$ cat src/design/szcf_pkg.sv
// Package with the word types, configuration codes and control structs of the zero-crossing finder.
package szcf_pkg;

  localparam int DATA_W = 32;
  localparam int EPS_W = 31;
  localparam int BUDGET_W = 10;
  localparam int CFG_INDEX_W = 1;

  localparam logic [CFG_INDEX_W-1:0] REG_EPSILON = 1'd0;
  localparam logic [CFG_INDEX_W-1:0] REG_BUDGET = 1'd1;

  localparam logic [EPS_W-1:0] EPSILON_RESET = 31'd17;
  localparam logic [BUDGET_W-1:0] BUDGET_RESET = 10'd100;

  typedef struct packed {
    logic signed [DATA_W-1:0] sample_x;
    logic signed [DATA_W-1:0] sample_f;
    logic                     last_sample;
  } sample_t;

  typedef struct packed {
    logic signed [DATA_W-1:0] zero_first;
    logic signed [DATA_W-1:0] zero_second;
    logic                     both_found;
  } result_t;

  typedef struct packed {
    logic load;
    logic start_ref;
    logic mid;
    logic span;
    logic mul;
    logic cmp;
    logic fin_plain;
    logic fin_cross;
  } szcf_cmd_t;

  typedef struct packed {
    logic refine;
    logic keep_going;
    logic emit_plain;
    logic emit_cross;
    logic out_free;
  } szcf_status_t;

endpackage

$ cat src/design/szcf_ctrl.sv
// Controller state machine that sequences sample intake and the bisection steps.
module szcf_ctrl (
  input  logic                 clk,
  input  logic                 rst,
  input  logic                 sample_valid,
  output logic                 sample_stall,
  input  szcf_pkg::szcf_status_t status,
  output szcf_pkg::szcf_cmd_t  cmd
);
  import szcf_pkg::*;

  localparam logic [2:0] S_IDLE  = 3'd0;
  localparam logic [2:0] S_EVAL  = 3'd1;
  localparam logic [2:0] S_CHK   = 3'd2;
  localparam logic [2:0] S_MID   = 3'd3;
  localparam logic [2:0] S_DIST  = 3'd4;
  localparam logic [2:0] S_MUL   = 3'd5;
  localparam logic [2:0] S_CMP   = 3'd6;
  localparam logic [2:0] S_CROSS = 3'd7;

  logic [2:0] state;
  logic [2:0] state_next;

  assign sample_stall = (state != S_IDLE);

  always_comb begin
    state_next = state;
    cmd = '0;
    case (state)
      S_IDLE: begin
        if (sample_valid) begin
          cmd.load = 1'b1;
          state_next = S_EVAL;
        end
      end
      S_EVAL: begin
        if (status.refine) begin
          cmd.start_ref = 1'b1;
          state_next = S_CHK;
        end else if (!status.emit_plain || status.out_free) begin
          cmd.fin_plain = 1'b1;
          state_next = S_IDLE;
        end
      end
      S_CHK: begin
        state_next = status.keep_going ? S_MID : S_CROSS;
      end
      S_MID: begin
        cmd.mid = 1'b1;
        state_next = S_DIST;
      end
      S_DIST: begin
        cmd.span = 1'b1;
        state_next = S_MUL;
      end
      S_MUL: begin
        cmd.mul = 1'b1;
        state_next = S_CMP;
      end
      S_CMP: begin
        cmd.cmp = 1'b1;
        state_next = S_CHK;
      end
      S_CROSS: begin
        if (!status.emit_cross || status.out_free) begin
          cmd.fin_cross = 1'b1;
          state_next = S_IDLE;
        end
      end
      default: begin
        state_next = S_IDLE;
      end
    endcase
  end

  always_ff @(posedge clk) begin
    if (rst) begin
      state <= S_IDLE;
    end else begin
      state <= state_next;
    end
  end

endmodule

$ cat config.mk
export PLATFORM = sky130hd
export DESIGN_NAME = szcf_ctrl
export DESIGN_NICKNAME = d
export VERILOG_FILES = /design/src/design/szcf_pkg.sv /design/src/design/szcf_ctrl.sv
export SDC_FILE = /design/constraint.sdc
export NUM_CORES = 1
export LEC_CHECK = 0
export BUFFER_PORTS_ARGS = -buffer_cell sky130_fd_sc_hd__buf_2
export CAP_MARGIN = 20
export CORE_AREA = 2 2 39 41
export CTS_CLUSTER_DIAMETER = 60
export CTS_CLUSTER_SIZE = 16
export DETAILED_ROUTE_END_ITERATION = 8
export DIE_AREA = 0 0 41 43
export PLACE_DENSITY = 0.52
export SYNTH_ARGS = -nofsm -noshare
export SYNTH_HDL_FRONTEND = slang
export SYNTH_SLANG_ARGS = --single-unit
$ cat constraint.sdc
create_clock -name clk -period 1.6 [get_ports clk]
set_clock_uncertainty 0.05 [all_clocks]
set_input_delay 0 -clock clk [delete_from_list [all_inputs] [get_ports clk]]
set_output_delay 0 -clock clk [all_outputs]
set_load 0.02 [all_outputs]
==> impl_metrics.py <==
metrics = {
    "floorplanning": {
        "die_h_um": 43,
        "dieArea_um2": 1760,
        "die_x_um": 41,
        "ios": 17,
        "initial_core_util_pct": 19.7,
        "core_area_um2": 1380,
        "num_rows": 14,
    },
    "power": {
        "p_per_area_nw_per_um2": 859,
        "clkPwrFrac_pct": 41.1,
        "comb_power_share_pct": 29.2,
        "p_int_uw": 220,
        "p_seq_share_pct": 29.7,
        "power.switching_fraction_pct": 33.5,
        "p_leak_nw": 0.194,
        "p_total_uw": 331,
        "switchingPower_uw": 111,
        "ir_worst_vdd_uv": 241,
    },
    "layout": {
        "final_common_cell": "buf_2",
        "largestRegisters": "state (3)",
        "num-nets-final": 65,
        "regMostFlops": "state",
        "syn_to_final_growth_pct": 41.3,
        "largest_reg_flops": 3,
        "regArea_um2": 60.1,
        "fill_cells": 160,
        "multi_input_area_um2": 178,
        "mostFrequentLayoutCells": "buf_2, nor2_1, inv_1, clkbuf_4, dfxtp_1",
        "insertedDiodeCount": 0,
        "drive_gt1_share_pct": 41.1,
    },
    "clock_network": {
        "cts-hold-fix-buffers": 1,
        "clockRootBuffer": "clkbuf_4",
        "clk_latency_ns": 0.23,
        "cts-resized-gates": 0,
        "htree_levels": 1,
        "numCtsBuffers": 3,
        "clk_pin_slew_ns": 0.04,
        "cts_sinks": 3,
        "clockBufferDepth": 2,
        "cts_tree": "built",
        "postCtsSetupBuffers": 0,
    },
    "detailed_routing": {
        "vias": 316,
        "first_pass_iters": 2,
        "drc": 0,
        "viasPerCell": 4.39,
        "routedWlPerCell_um": 9.47,
        "wl_um": 682,
        "ant_nets": 0,
        "drtIter0Drc": 1,
    },
    "global_routing": {
        "grt_util_met3_pct": 5.76,
        "grt_pass1_vias": 300,
        "use_met1_pct": 11.9,
        "grt_most_used_layer": "met2",
        "antenna_found_initial": 0,
        "grt_max_degree": 11,
        "met2_usage_pct": 12.8,
        "grtUsageTotal_pct": 10.1,
        "overflow": 0,
        "grt_pass1_wl_mm": 1.18,
    },
    "critical_path": {
        "start_kind": "flop",
        "max_stage_delay_ns": 0.43,
        "worstPathCellList": "or3_4, nor2_1, buf_2",
        "critPathBufInv": 1,
        "crit_slowest_cell": "or3_4",
        "cp_max_fo": 10,
        "required_ns": 1.55,
        "crit_family": "simple AND/OR/NAND/NOR gates",
        "critical_path_arrival_ns": 1.32,
        "reg2reg_slack_ns": 0.46,
        "crit_path_end_kind": "output pin",
        "path_class": "flop to output pin",
    },
    "timing": {
        "worst_pin_slew_ns": 0.333,
        "max-slew-margin-rel_pct": 77.8,
        "clock.fmax_ghz": 0.728,
        "rsz0062_at_grt": "false",
        "hold_violations": 0,
        "tns_ns": 0,
        "finalCritPeriodShare_pct": 85.9,
        "setup_viol": 0,
        "maxSlewViolCount": 0,
        "period_minus_slack_ns": 1.37,
    },
    "logic_synthesis": {
        "avgSynthCellArea_um2": 7.18,
        "syn_area_um2": 273,
        "synth_fp_nets": 46,
        "synth-warning-count": 0,
        "synth_seq_cells": 3,
        "synth_area_leaders": "dfxtp_1, nor2_1, nor2b_4",
        "yosys.area.top_type": "dfxtp_1",
        "synth.distinct_cells": 23,
        "netlist_instances": 38,
        "seq_area_frac_synth_pct": 22.0,
        "yosysTopAreaCellShare_pct": 22.0,
    },
    "status": {
        "status": "completed",
    },
    "run": {
        "maxCapViolations": 0,
    },
    "placement": {
        "gp_congestion": 0.774,
        "port_buffers": 16,
        "hpwl_um": 530,
    },
    "min_path": {
        "hp-class": "primary input to flop",
    },
}
==> final timing paths <==
kind	from	end	depth (start not counted)
setup / recovery	state[1]	cmd[7]	3
hold / removal	sample_valid	state[0]	3
setup reg to reg	state[0]	state[0]	3
hold reg to reg	state[2]	state[2]	2
==> per-layer routing <==
layer,vias up,share of wire [%]
li1,168,-
met5,-,0
met2,10,41
met3,4,8.7
met4,0,2.3
met1,134,47
==> cells by family after synthesis <==
logic type,synth area share (%)
simple gates,48.2
flops,22.0
buf+inv,12.8
compound gates,17.0
==> metrics by stage <==
stage	worst slack (ns)	area [µm²]	util (%)	hold WS, ns	std cells
after detailed placement	0.446	349	25.2	0.149	67
after global placement	0.461	349	25.2	0.157	67
after CTS	0.217	385	27.8	0.0116	72
after floorplan	0.302	273	-	0.0191	38
final	0.226	385	27.8	0.0195	72
after global routing	0.145	385	27.8	0.0236	72
==> worst reg2reg max path: stages, from the launching register on <==
cell,delay (ns)
dfxtp_1,0.47
nor2b_4,0.23
nand3_1,0.08
a311oi_1,0.21
==> synthesized netlist by cell type (all sizes together) <==
library cell  number
nand2              2
nor2b              3
inv                3
a311oi             1
nor2               6
dfxtp              3
nand2b             2
buf                3
nor3               2
and3               2
nor4               1
or3                1
o21ai              2
and3b              1
nand4              1
a31o               1
nand3              1
o221ai             1
a21oi              2
==> layout make-up <==
class / count / area share, %
flip-flops and latches: 3 / 15.6
well taps: 16 / 5.19
repair buffers: 17 / 23.4
inverters: 3 / 2.92
multi-input cells: 29 / 46.1
clock buffers: 4 / 6.82
==> power groups by stage <==
stage / logic (mW) / registers, mW / clock network (mW)
finish: 0.0967 / 0.0984 / 0.136
floorplan: 0.0868 / 0.0846 / 0
CTS: 0.0983 / 0.0983 / 0.143
global route: 0.107 / 0.100 / 0.154
detailed placement: 0.0962 / 0.0993 / 0
global placement: 0.0954 / 0.0993 / 0
(Power assumes the default switching activity.)
